### src/rtl/cbs_pkg.sv
// Shared types, packet codes and the CRC-16 byte update for the CAN buffer segmenter.
// No dependencies; every other file of the block imports this package.
package cbs_pkg;

    // One payload byte with its framing side information.
    typedef struct packed {
        logic [7:0] payload_byte;
        logic       last_byte;
        logic [7:0] dest_node;
        logic [7:0] send_mode;
    } in_item_t;

    // One CAN frame.
    typedef struct packed {
        logic [15:0] frame_id;
        logic [3:0]  frame_len;
        logic [7:0]  data_0;
        logic [7:0]  data_1;
        logic [7:0]  data_2;
        logic [7:0]  data_3;
        logic [7:0]  data_4;
        logic [7:0]  data_5;
        logic [7:0]  data_6;
        logic [7:0]  data_7;
        logic        run_last;
    } out_item_t;

    // Packet codes placed in the upper byte of the frame id.
    localparam logic [7:0] CODE_FILL      = 8'd5;
    localparam logic [7:0] CODE_FILL_LONG = 8'd6;
    localparam logic [7:0] CODE_PROCESS   = 8'd7;
    localparam logic [7:0] CODE_SHORT     = 8'd8;

    // Group sizes and the limits of the payload.
    localparam int          GROUP_DEPTH   = 7;
    localparam logic [2:0]  GROUP_SHORT   = 3'd7;
    localparam logic [2:0]  GROUP_LONG    = 3'd6;
    localparam logic [15:0] SHORT_MAX     = 16'd6;
    localparam logic [15:0] BYTE_LIMIT    = 16'hFFFF;

    // CRC-16 polynomial (XMODEM form).
    localparam logic [15:0] CRC_POLY = 16'h1021;

    // Configuration port.
    localparam int         APB_ADDR_W      = 3;
    localparam logic [0:0] REG_OWN_NODE_ID = 1'b0;

    // One byte through the CRC, most significant bit first.
    function automatic logic [15:0] crc_byte(logic [15:0] crc, logic [7:0] b);
        logic [15:0] c;
        c = crc ^ {b, 8'h00};
        for (int k = 0; k < 8; k++) begin
            if (c[15]) begin
                c = {c[14:0], 1'b0} ^ CRC_POLY;
            end else begin
                c = {c[14:0], 1'b0};
            end
        end
        return c;
    endfunction

endpackage

### src/rtl/cbs_core.sv
// Segmenting core: byte count, fill group, running CRC and latched header fields,
// and the combinational build of the up to two frames one byte produces. Uses cbs_pkg.
module cbs_core (
    input  logic              aclk,
    input  logic              aresetn,
    input  cbs_pkg::in_item_t item,
    input  logic              step,
    input  logic [7:0]        own_node_id,
    output logic [1:0]        frame_cnt,
    output cbs_pkg::out_item_t frame_a,
    output cbs_pkg::out_item_t frame_b
);
    import cbs_pkg::*;

    logic [15:0] byte_count_reg, byte_count_next;
    logic [2:0]  group_fill_reg, group_fill_next;
    logic [15:0] crc_reg, crc_next;
    logic [7:0]  dest_reg, dest_next;
    logic [7:0]  mode_reg, mode_next;
    logic [7:0]  group_reg [GROUP_DEPTH];
    logic [7:0]  group_next [GROUP_DEPTH];

    logic        accepted;
    logic [2:0]  wr_idx;
    logic [15:0] count_inc;
    logic [2:0]  fill_inc;
    logic [15:0] crc_upd;
    logic [15:0] start;
    logic        start_low;
    logic        flush_now;
    logic [3:0]  fl_len;
    logic [7:0]  fl_code;
    logic [7:0][7:0] fl_d;
    logic [7:0][7:0] sh_d;
    logic [7:0][7:0] cl_d;
    out_item_t   fl_frame;
    out_item_t   sh_frame;
    out_item_t   cl_frame;

    // Builds a frame; data bytes at or past the length read as zero.
    function automatic out_item_t make_frame(logic [7:0] code, logic [7:0] dest,
                                             logic [3:0] len, logic [7:0][7:0] d,
                                             logic last);
        out_item_t       f;
        logic [7:0][7:0] m;
        for (int i = 0; i < 8; i++) begin
            m[i] = (4'(i) < len) ? d[i] : 8'h00;
        end
        f.frame_id  = {code, dest};
        f.frame_len = len;
        f.data_0    = m[0];
        f.data_1    = m[1];
        f.data_2    = m[2];
        f.data_3    = m[3];
        f.data_4    = m[4];
        f.data_5    = m[5];
        f.data_6    = m[6];
        f.data_7    = m[7];
        f.run_last  = last;
        return f;
    endfunction

    always_comb begin
        accepted  = (byte_count_reg != BYTE_LIMIT);
        dest_next = (byte_count_reg == '0) ? item.dest_node : dest_reg;
        mode_next = (byte_count_reg == '0) ? item.send_mode : mode_reg;
        crc_upd   = accepted ? crc_byte(crc_reg, item.payload_byte) : crc_reg;
        count_inc = accepted ? byte_count_reg + 16'd1 : byte_count_reg;
        fill_inc  = accepted ? group_fill_reg + 3'd1 : group_fill_reg;
        // A full group is always sent, so the fill never reaches seven here.
        wr_idx    = (group_fill_reg == GROUP_SHORT) ? 3'd0 : group_fill_reg;
        for (int j = 0; j < GROUP_DEPTH; j++) begin
            group_next[j] = (accepted && wr_idx == 3'(j)) ? item.payload_byte
                                                          : group_reg[j];
        end

        // Fill frame for the group as it stands after this byte.
        start     = count_inc - {13'd0, fill_inc};
        start_low = (start[15:8] == 8'd0);
        fl_d      = '0;
        if (start_low) begin
            fl_code = CODE_FILL;
            fl_len  = {1'b0, fill_inc} + 4'd1;
            fl_d[0] = start[7:0];
            for (int i = 1; i < 8; i++) begin
                fl_d[i] = group_next[i - 1];
            end
        end else begin
            fl_code = CODE_FILL_LONG;
            fl_len  = ((fill_inc > GROUP_LONG) ? {1'b0, GROUP_LONG} : {1'b0, fill_inc})
                      + 4'd2;
            fl_d[0] = start[15:8];
            fl_d[1] = start[7:0];
            for (int i = 2; i < 8; i++) begin
                fl_d[i] = group_next[i - 2];
            end
        end

        sh_d    = '0;
        sh_d[0] = own_node_id;
        sh_d[1] = mode_next;
        for (int i = 2; i < 8; i++) begin
            sh_d[i] = group_next[i - 2];
        end

        cl_d    = '0;
        cl_d[0] = own_node_id;
        cl_d[1] = mode_next;
        cl_d[2] = count_inc[15:8];
        cl_d[3] = count_inc[7:0];
        cl_d[4] = crc_upd[15:8];
        cl_d[5] = crc_upd[7:0];

        flush_now = !item.last_byte && accepted && (count_inc >= 16'd7) &&
                    (fill_inc >= (start_low ? GROUP_SHORT : GROUP_LONG));

        fl_frame = make_frame(fl_code, dest_next, fl_len, fl_d, 1'b0);
        sh_frame = make_frame(CODE_SHORT, dest_next, count_inc[3:0] + 4'd2, sh_d, 1'b1);
        cl_frame = make_frame(CODE_PROCESS, dest_next, 4'd6, cl_d, 1'b1);

        frame_b = cl_frame;
        if (item.last_byte) begin
            if (count_inc <= SHORT_MAX) begin
                frame_cnt = 2'd1;
                frame_a   = sh_frame;
            end else if (fill_inc != 3'd0) begin
                frame_cnt = 2'd2;
                frame_a   = fl_frame;
            end else begin
                frame_cnt = 2'd1;
                frame_a   = cl_frame;
            end
        end else if (flush_now) begin
            frame_cnt = 2'd1;
            frame_a   = fl_frame;
            frame_a.run_last = 1'b1;
        end else begin
            frame_cnt = 2'd0;
            frame_a   = fl_frame;
        end

        if (item.last_byte) begin
            byte_count_next = '0;
            group_fill_next = '0;
            crc_next        = '0;
        end else begin
            byte_count_next = count_inc;
            group_fill_next = flush_now ? 3'd0 : fill_inc;
            crc_next        = crc_upd;
        end
    end

    always_ff @(posedge aclk) begin
        if (!aresetn) begin
            byte_count_reg <= '0;
            group_fill_reg <= '0;
            crc_reg        <= '0;
            dest_reg       <= '0;
            mode_reg       <= '0;
        end else if (step) begin
            byte_count_reg <= byte_count_next;
            group_fill_reg <= group_fill_next;
            crc_reg        <= crc_next;
            dest_reg       <= dest_next;
            mode_reg       <= mode_next;
        end
    end

    // Group bytes are only read once written for the current group.
    always_ff @(posedge aclk) begin
        if (step) begin
            group_reg <= group_next;
        end
    end

endmodule

### src/rtl/can_buffer_segmenter_crc16_top.sv
// Top level of the CAN buffer segmenter: input register, segmenting core, two-frame
// output buffer and the APB register port. Depends on cbs_pkg and cbs_core.
//
// Usage: payload bytes enter on the s_ channel one word per cycle, with the last
// byte flagged; the destination node and send mode are taken from the first byte.
// Frames leave on the m_ channel. A payload of up to six bytes gives one short frame
// on its last byte; a longer one gives a fill frame for every full group of seven
// (six past start index 255) bytes and, on the last byte, the remaining partial group
// and a closing frame with length and CRC-16. run_last marks the final frame of a byte.
// An accepted byte is held in the input register; the core builds its frames, which are
// registered into the output buffer that drives m_valid and m_data.
// Throughput: one byte per cycle while its frames fit; the last byte of a payload can
// produce two frames, which leave through the two-entry output buffer.
// When the receiver stalls, bytes that produce no frame still pass; a byte whose frames
// do not fit in the output buffer waits in the input register, and s_ready drops.
// own_node_id is written at byte address 0 of the APB port and should change only
// while the block is idle.
// Reset (aresetn low at a clock edge) clears the counters, CRC, latched header bytes,
// own_node_id and both buffers; no initialization sequence follows.
module can_buffer_segmenter_crc16_top (
    input  logic                              aclk,
    input  logic                              aresetn,
    input  logic                              s_valid,
    output logic                              s_ready,
    input  cbs_pkg::in_item_t                 s_data,
    output logic                              m_valid,
    input  logic                              m_ready,
    output cbs_pkg::out_item_t                m_data,
    input  logic                              psel,
    input  logic                              penable,
    input  logic                              pwrite,
    input  logic [cbs_pkg::APB_ADDR_W-1:0]    paddr,
    input  logic [31:0]                       pwdata,
    output logic [31:0]                       prdata,
    output logic                              pready
);
    import cbs_pkg::*;

    logic       in_valid_reg;
    in_item_t   in_item_reg;
    logic [7:0] own_node_id_reg;

    logic [1:0] count_reg, count_next;
    out_item_t  slot_reg [2];
    out_item_t  slot_next [2];

    logic       advance;
    logic       pop;
    logic [1:0] count_after;
    logic       fits;
    logic [1:0] frame_cnt;
    out_item_t  frame_a;
    out_item_t  frame_b;

    cbs_core u_core (
        .aclk        (aclk),
        .aresetn     (aresetn),
        .item        (in_item_reg),
        .step        (advance),
        .own_node_id (own_node_id_reg),
        .frame_cnt   (frame_cnt),
        .frame_a     (frame_a),
        .frame_b     (frame_b)
    );

    // APB register port.
    assign pready = 1'b1;
    assign prdata = (paddr[2] == REG_OWN_NODE_ID) ? {24'd0, own_node_id_reg} : 32'd0;

    always_ff @(posedge aclk) begin
        if (!aresetn) begin
            own_node_id_reg <= '0;
        end else if (psel && penable && pwrite && pready &&
                     paddr[2] == REG_OWN_NODE_ID) begin
            own_node_id_reg <= pwdata[7:0];
        end
    end

    // The item in the input register moves on once its frames fit behind the ones
    // still waiting, counting the one leaving this cycle.
    assign m_valid     = (count_reg != 2'd0);
    assign m_data      = slot_reg[0];
    assign pop         = m_valid && m_ready;
    assign count_after = count_reg - {1'b0, pop};
    assign fits        = (frame_cnt == 2'd0) || (count_after == 2'd0) ||
                         (count_after == 2'd1 && frame_cnt == 2'd1);
    assign advance     = in_valid_reg && fits;
    assign s_ready     = !in_valid_reg || advance;

    always_comb begin
        slot_next[0] = pop ? slot_reg[1] : slot_reg[0];
        slot_next[1] = slot_reg[1];
        count_next   = count_after;
        if (advance && frame_cnt != 2'd0) begin
            if (count_after == 2'd0) begin
                slot_next[0] = frame_a;
                slot_next[1] = frame_b;
            end else begin
                slot_next[1] = frame_a;
            end
            count_next = count_after + frame_cnt;
        end
    end

    always_ff @(posedge aclk) begin
        if (!aresetn) begin
            in_valid_reg <= 1'b0;
            count_reg    <= '0;
        end else begin
            if (s_valid && s_ready) begin
                in_valid_reg <= 1'b1;
            end else if (advance) begin
                in_valid_reg <= 1'b0;
            end
            count_reg <= count_next;
        end
    end

    always_ff @(posedge aclk) begin
        if (s_valid && s_ready) begin
            in_item_reg <= s_data;
        end
        slot_reg <= slot_next;
    end

endmodule

### config.mk
export PLATFORM = sky130hd
export DESIGN_NAME = can_buffer_segmenter_crc16_top
export DESIGN_NICKNAME = d
export VERILOG_FILES = /design/src/rtl/cbs_pkg.sv /design/src/rtl/cbs_core.sv /design/src/rtl/can_buffer_segmenter_crc16_top.sv
export SDC_FILE = /design/constraint.sdc
export NUM_CORES = 1
export LEC_CHECK = 0
export BUFFER_PORTS_ARGS = -buffer_cell sky130_fd_sc_hd__buf_4
export CORE_ASPECT_RATIO = 1.2
export CORE_UTILIZATION = 35
export DETAILED_ROUTE_END_ITERATION = 10
export SYNTH_ARGS = -nofsm -noshare
export SYNTH_HDL_FRONTEND = slang
export SYNTH_SLANG_ARGS = --single-unit
### constraint.sdc
create_clock -name aclk -period 23.4 [get_ports aclk]
set_input_delay 1.17 -clock aclk [delete_from_list [all_inputs] [get_ports aclk]]
set_output_delay 1.17 -clock aclk [all_outputs]
set_load 0.01 [all_outputs]
-- After elaboration in Yosys (flattened, before gate mapping)
Index checks and enable logic that the tools add are counted.
- bits in registers: 313
- logic and storage cells: 184
- output and inout bits: 120
- bits of input ports: 67
- eq/ne operators: 10
- add/sub/neg operators: 8
- magnitude comparators: 20
- muxes and demuxes: 62
- reductions and logical operators: 32
- bitwise operators: 10
- operators with widths (operator ; count):
    $mux 85 ; 3
    $mux 8 ; 26
    $mux 170 ; 1
    $mux 81 ; 2
    $mux 13 ; 8
    $mux 79 ; 1
    $mux 16 ; 4
    $mux 64 ; 1
    $lt 3x4->1 const A ; 8
    $not 3->3 ; 8
    $logic_and 1x1->1 ; 18
    $add 16x1->16 const B ; 1
    $ge 16x3->1 const B ; 1
    $le 16x3->1 const B ; 1
    $logic_not 16->1 ; 1
    $lt 1x4->1 const A ; 4
    $lt 2x4->1 const A ; 4
    $ne 16x16->1 const B ; 1
    $sub 16x3->16 ; 1
    $xor 16x16->16 ; 1
    $mux 3 ; 5
    $eq 3x3->1 const B ; 4
    $mux 2 ; 5
    $add 4x2->4 const B ; 2
    19 further kinds ; 31

-- Logic depth before layout (Yosys ltp)
- depth after elaboration: 23
- depth in mapped cells: 30
- gate-level depth less buffers: 25

-- Hierarchy
Synthesis repeated with hierarchy kept, for this count alone.
- cells, all modules: 1656
- area total of the unflattened synthesis: 18073.6 um2
- by module, submodules not included (module ; instances ; cells an instance ; area each (um2) ; sequential area each (um2)):
    can_buffer_segmenter_crc16_top ; 1 ; 680 ; 9770.6 ; 5225.0
    cbs_core ; 1 ; 976 ; 8303.0 ; 2702.6

-- Worst setup path before layout
OpenSTA, ideal clock, no wires.
- path type: register -> register
- start: register u_core.byte_count_reg[0]
- end: register count_reg[0]
- period minus slack after synthesis: 7.718 ns
- path slack: 15.682 ns
- arrival: 7.595 ns
- path buffers: 4
- stages on the path, launching flop included: 27
- library setup time: 0.124 ns
- required time: 23.276 ns
- cells stage by stage: dfxtp_1 ha_1 nand3_2 or4_1 buf_2 clkbuf_1 a21o_1 inv_1 fa_1 inv_1 a21o_1 nor3_2 nand4_1 o41ai_1 o211ai_2 or3_4 inv_4 buf_4 ha_1 a32o_1 nand3_1 a31o_2 and2_0 clkbuf_1 and3b_1 mux2i_1 nor2b_1
- word-level cells in the longest chain between the ends: 15
- elaborated cells between the ends (all ways): 28
- classes of those cells: add/sub (3); order compare (3); eq/ne (2); mux (8); reduce/logical (12)
- RTL lines (item ; RTL line ; RTL):
    from (decl) ; cbs_core.sv:15 ; logic [15:0] byte_count_reg, byte_count_next;
    from (signal assigned) ; cbs_core.sv:161 ; byte_count_reg <= byte_count_next;
    $add 16x1->16 or $ne 16x16->1 (tied branches) ; cbs_core.sv:68, cbs_core.sv:64 ;
    $mux 16 or $mux 3 (tied branches) ; cbs_core.sv:68, cbs_core.sv:69 ;
    $sub 16x3->16 ; cbs_core.sv:78 ; start = count_inc - {13'd0, fill_inc};
    $logic_not 8->1 ; cbs_core.sv:79 ; start_low = (start[15:8] == 8'd0);
    $mux 1 ; cbs_core.sv:115 ; (fill_inc >= (start_low ? GROUP_SHORT : GROUP_LONG));
    $ge 3x3->1 ; cbs_core.sv:115 ;
    $logic_and 1x1->1 ; cbs_core.sv:114 ; flush_now = !item.last_byte && accepted && (count_inc >= 16'd7) &&
    $mux 1 ; cbs_core.sv:133 ; end else if (flush_now) begin
    $mux 2 (*) ; cbs_core.sv:122 ; if (item.last_byte) begin
    $eq 2x1->1 or $logic_not 2->1 (tied branches) ; can_buffer_segmenter_crc16_top.sv:86, can_buffer_segmenter_crc16_top.sv:85 ;
    $logic_and 1x1->1 or $logic_or 1x1->1 (tied branches) ; can_buffer_segmenter_crc16_top.sv:86, can_buffer_segmenter_crc16_top.sv:85 ;
    $logic_or 1x1->1 ; can_buffer_segmenter_crc16_top.sv:85 ; assign fits = (frame_cnt == 2'd0) || (count_after == 2'd0) ||
    $logic_and 1x1->1 ; can_buffer_segmenter_crc16_top.sv:87 ; assign advance = in_valid_reg && fits;
    $logic_and 1x1->1 ; can_buffer_segmenter_crc16_top.sv:94 ; if (advance && frame_cnt != 2'd0) begin
    $mux 2 (*) ; can_buffer_segmenter_crc16_top.sv:94 ;
    to (signal assigned) ; can_buffer_segmenter_crc16_top.sv:115 ; count_reg <= count_next;
    to (decl) ; can_buffer_segmenter_crc16_top.sv:43 ; logic [1:0] count_reg, count_next;
Every way passes the cells marked *; elsewhere a longest branch is shown, timed or not.
A chain may end at the register's enable or synchronous reset.

-- Worst setup path in the final report
- start: register u_core.byte_count_reg[0]
- end: output port s_ready
- word-level cells in the longest chain between the ends: 14
- elaborated cells between the ends (all ways): 25
- classes of those cells: add/sub (2); order compare (3); eq/ne (2); mux (7); reduce/logical (11)
- RTL lines (item ; RTL line ; RTL):
    $add 16x1->16 or $ne 16x16->1 (tied branches) ; cbs_core.sv:68, cbs_core.sv:64 ;
    $mux 16 or $mux 3 (tied branches) ; cbs_core.sv:68, cbs_core.sv:69 ;
    $sub 16x3->16 ; cbs_core.sv:78 ;
    $logic_not 8->1 ; cbs_core.sv:79 ;
    $mux 1 ; cbs_core.sv:115 ;
    $ge 3x3->1 ; cbs_core.sv:115 ;
    $logic_and 1x1->1 ; cbs_core.sv:114 ;
    $mux 1 ; cbs_core.sv:133 ;
    $mux 2 (*) ; cbs_core.sv:122 ;
    $eq 2x1->1 or $logic_not 2->1 (tied branches) ; can_buffer_segmenter_crc16_top.sv:86, can_buffer_segmenter_crc16_top.sv:85 ;
    $logic_and 1x1->1 or $logic_or 1x1->1 (tied branches) ; can_buffer_segmenter_crc16_top.sv:86, can_buffer_segmenter_crc16_top.sv:85 ;
    $logic_or 1x1->1 (*) ; can_buffer_segmenter_crc16_top.sv:85 ;
    $logic_and 1x1->1 (*) ; can_buffer_segmenter_crc16_top.sv:87 ;
    $logic_or 1x1->1 (*) ; can_buffer_segmenter_crc16_top.sv:88 ; assign s_ready = !in_valid_reg || advance;
    to (decl) ; can_buffer_segmenter_crc16_top.sv:24 ; output logic s_ready,
Marked as above.

==> flow_summary_export.csv <==
group,metric,value,unit
setup_path,critical_path_class,"reg -> out",
grt,grt.overflow.total,0,
pwr,p_leak,7.221,nW
clocking,cts_htree_levels,2,
logic_synthesis,synthFlopType,"edfxtp_1",
sta,worst_slew_pin_slew,1.213,ns
floorplanning,die_x,201.4,um
sta,tns,0,ns
place,dpl.hpwl,35240,um
routing,drt-initial-drc-count,1127,
setup_path,critPathLaunchType,"flip-flop",
min_path,min_from,"u_core.dest_reg[7]",
job,maxCapViolations,0,
logic_synthesis,synth-edff-count,162,
clocking,cts_setup_buffers,0,
clocking,cts_buffers,37,
setup_path,regToRegStartpoint,"u_core.byte_count_reg[0]",
routing,postRouteAntennaNets,0,
routing,vias,13396,
cells_and_area,largest_reg_flops,85,
setup_path,r2r_setup_slack,14.59,ns
routing,drcViolationCount,0,
cells_and_area,drive_gt1_frac,0.1609,
clocking,cts_tree,"done",
grt,grt_pass1_vias,12755,
logic_synthesis,syn-cell-area,16700,um2
min_path,min_path_cells,2,
floorplanning,die_h,241.3,um
cells_and_area,nNetsFinal,1842,
logic_synthesis,synth_top_area_cell,"edfxtp_1",
routing,wl,52030,um
grt,grt_usage,0.2092,
place,numPortBuffers,135,
sta,period_minus_slack,9.412,ns
setup_path,r2r-end,"slot_reg[27]",
clocking,clock-sinks,309,
sta,setup_viol,0,
min_path,hold_end,"u_core.dest_reg[7]",
pwr,power.density,117.2,nW/um2
clocking,clk_path_buf_depth,3,
place,place_area,17470,um2
setup_path,cp-end-kind,"output pin",
routing,viasPerCell,5.563,
floorplanning,core-area,47030,um2
logic_synthesis,ys_warn_count,0,
logic_synthesis,synth_area_leaders,"edfxtp_1 (29%), dfxtp_1 (18%), nand2_1 (6.5%)",
sta,slew_violations,0,
sta,max_freq,0.1062,GHz
clocking,cts_resized,0,
routing,wire_per_inst,21.61,um
floorplanning,rows,87,
logic_synthesis,ys_seq_area_frac,0.4674,
sta,rsz0062_at_grt,"false",
cells_and_area,final_cell_area,18610,um2
cells_and_area,area_growth,11.40,%
grt,grt_max_degree,92,
logic_synthesis,ys_ff_latch,309,
clocking,clockRootBuffer,"clkbuf_16",
logic_synthesis,ys_types,94,
setup_path,cp_max_fo,39,
sta,finalClockSkew,0.01581,ns
logic_synthesis,yosys.area.top_type_share,0.2912,
floorplanning,dieArea,48610,um2
setup_path,worstPathRequired,22.23,ns
logic_synthesis,synthCells,1760,
sta,hold_viol,0,
setup_path,crit_arrival,8.24,ns
pwr,ir_drop,0.06593,mV
logic_synthesis,avgSynthCellArea,9.491,um2
logic_synthesis,yosysMostFrequentCell,"nand2_1",
cells_and_area,utilization,0.3957,
status,status,"finished clean",
grt,grt_pass1_wl,78080,um
floorplanning,initial_core_util,0.3552,
clocking,cts.clk_slew.worst_paths,0.06,ns
clocking,ctsHoldBuffers,0,
setup_path,reg2reg_depth,22,
sta,period_share,0.4022,
clocking,insertion_delay,0.55,ns
sta,slew_headroom,0.1891,
routing,dr.pass1.iters,5,
floorplanning,ioPinCount,187,
logic_synthesis,async_reset_ff_frac,0,
min_path,min_path_type,"reg -> reg",
place,gp_congestion,0.9323,
logic_synthesis,synthTopCellsByCount,"nand2_1 (290), edfxtp_1 (162), dfxtp_1 (147)",
grt,antenna_found_initial,0,
-- critical path: stages (launching register included) --
cell and delay, ns:
dfxtp_1 0.49, ha_1 0.32, nand3_2 0.25, or4_1 0.52
buf_4 0.27, mux2i_2 0.60, inv_1 0.34, ha_1 0.29
a21o_1 0.17, a31o_2 0.23, nor3_2 0.35, nand3_2 0.20
nor4_2 0.22, xor2_1 0.50, or3_4 0.58, inv_4 0.23
ha_1 0.34, a32o_1 0.15, nand3_1 0.07, a31o_2 0.31
and2_0 0.36, nor2_1 0.36, nand2_1 0.26, buf_4 0.23
-- placed cells by master (no fill, tap or decap), types with 6 or more instances in the layout --
master / netlist / final
mux2i_1: 73 / 73
o21a_1: 13 / 13
conb_1: 2 / 25
clkinv_1: 2 / 6
and3_1: 37 / 37
and2_1: 7 / 7
o211ai_1: 8 / 8
o31ai_1: 22 / 22
o2bb2ai_1: 9 / 9
a22o_1: 6 / 6
inv_1: 59 / 58
nor2b_1: 20 / 20
clkbuf_1: 73 / 13
dfxtp_1: 147 / 147
xor2_1: 14 / 14
mux2_2: 35 / 35
nor3_1: 17 / 17
clkbuf_16: 0 / 38
nor2_1: 101 / 101
ha_1: 17 / 17
xnor2_1: 37 / 37
nand3_1: 69 / 69
o22ai_1: 33 / 33
a221oi_1: 13 / 13
o21ai_0: 63 / 63
a21o_1: 8 / 7
a21oi_1: 69 / 68
o221ai_1: 16 / 16
a31oi_1: 51 / 51
edfxtp_1: 162 / 162
a22oi_1: 23 / 23
nand2_1: 290 / 288
nor4_1: 8 / 8
buf_4: 117 / 154
a21boi_0: 9 / 9
clkbuf_8: 0 / 6
-- power by group --
group          total (mW)  switching, mW  internal, mW  leakage [nW]
Sequential          0.803         0.0728         0.730          2.73
Clock               0.548          0.229         0.319         0.552
Combinational       0.830          0.511         0.319          3.93
-- per-stage QoR --
step                      hold WS (ns)  total power [mW]  cells  setup WS (ns)
final                           0.4763             2.181   2408          13.99
after global routing            0.4836             2.299   2407          13.66
after global placement          0.4539             1.627   2341          14.77
after detailed placement        0.4622             1.644   2341          14.76
after CTS                       0.4728             2.194   2407          14.17
after floorplan                 0.4438             1.418   1783          15.68
-- layout make-up --
type	instances	area [um2]
clock buffer	57	1082
sequential	309	7807
inverter	63	239.0
fill	4733	28420
antenna	1	2.502
timing repair buffer	154	1156
multi-input combinational	1192	7485
clock inverter	9	57.56
tap	623	779.5
-- cells by family after synthesis --
kind of cell / share of synthesized area
fa+ha+maj: 0.01393
other cells: 0.0004496
xor+xnor: 0.02771
simple gates: 0.1688
compound gates: 0.1604
mux: 0.06951
buf+inv: 0.09183
flops: 0.4674
-- how the worst max path moves through the flow --
stage / startpoint / end / slack [ns]
5_1_grt: u_core.byte_count_reg[0] / s_ready / 13.66
3_3_place_gp: u_core.byte_count_reg[0] / slot_reg[31] / 14.77
3_5_place_dp: u_core.byte_count_reg[0] / slot_reg[32] / 14.76
4_1_cts: u_core.byte_count_reg[0] / s_ready / 14.17
6_report: u_core.byte_count_reg[0] / s_ready / 13.99
2_1_floorplan: u_core.byte_count_reg[0] / count_reg[0] / 15.68
-- layer usage --
metal / GRT usage / vias to the layer above / share of wire
met1: 0.2751 / 6550 / 0.43
li1: - / 6217 / -
met4: 0.08494 / 0 / 0.034
met5: 0 / - / 0
met2: 0.3423 / 532 / 0.47
met3: 0.03430 / 97 / 0.066
Power figures use the tool's default switching activity.
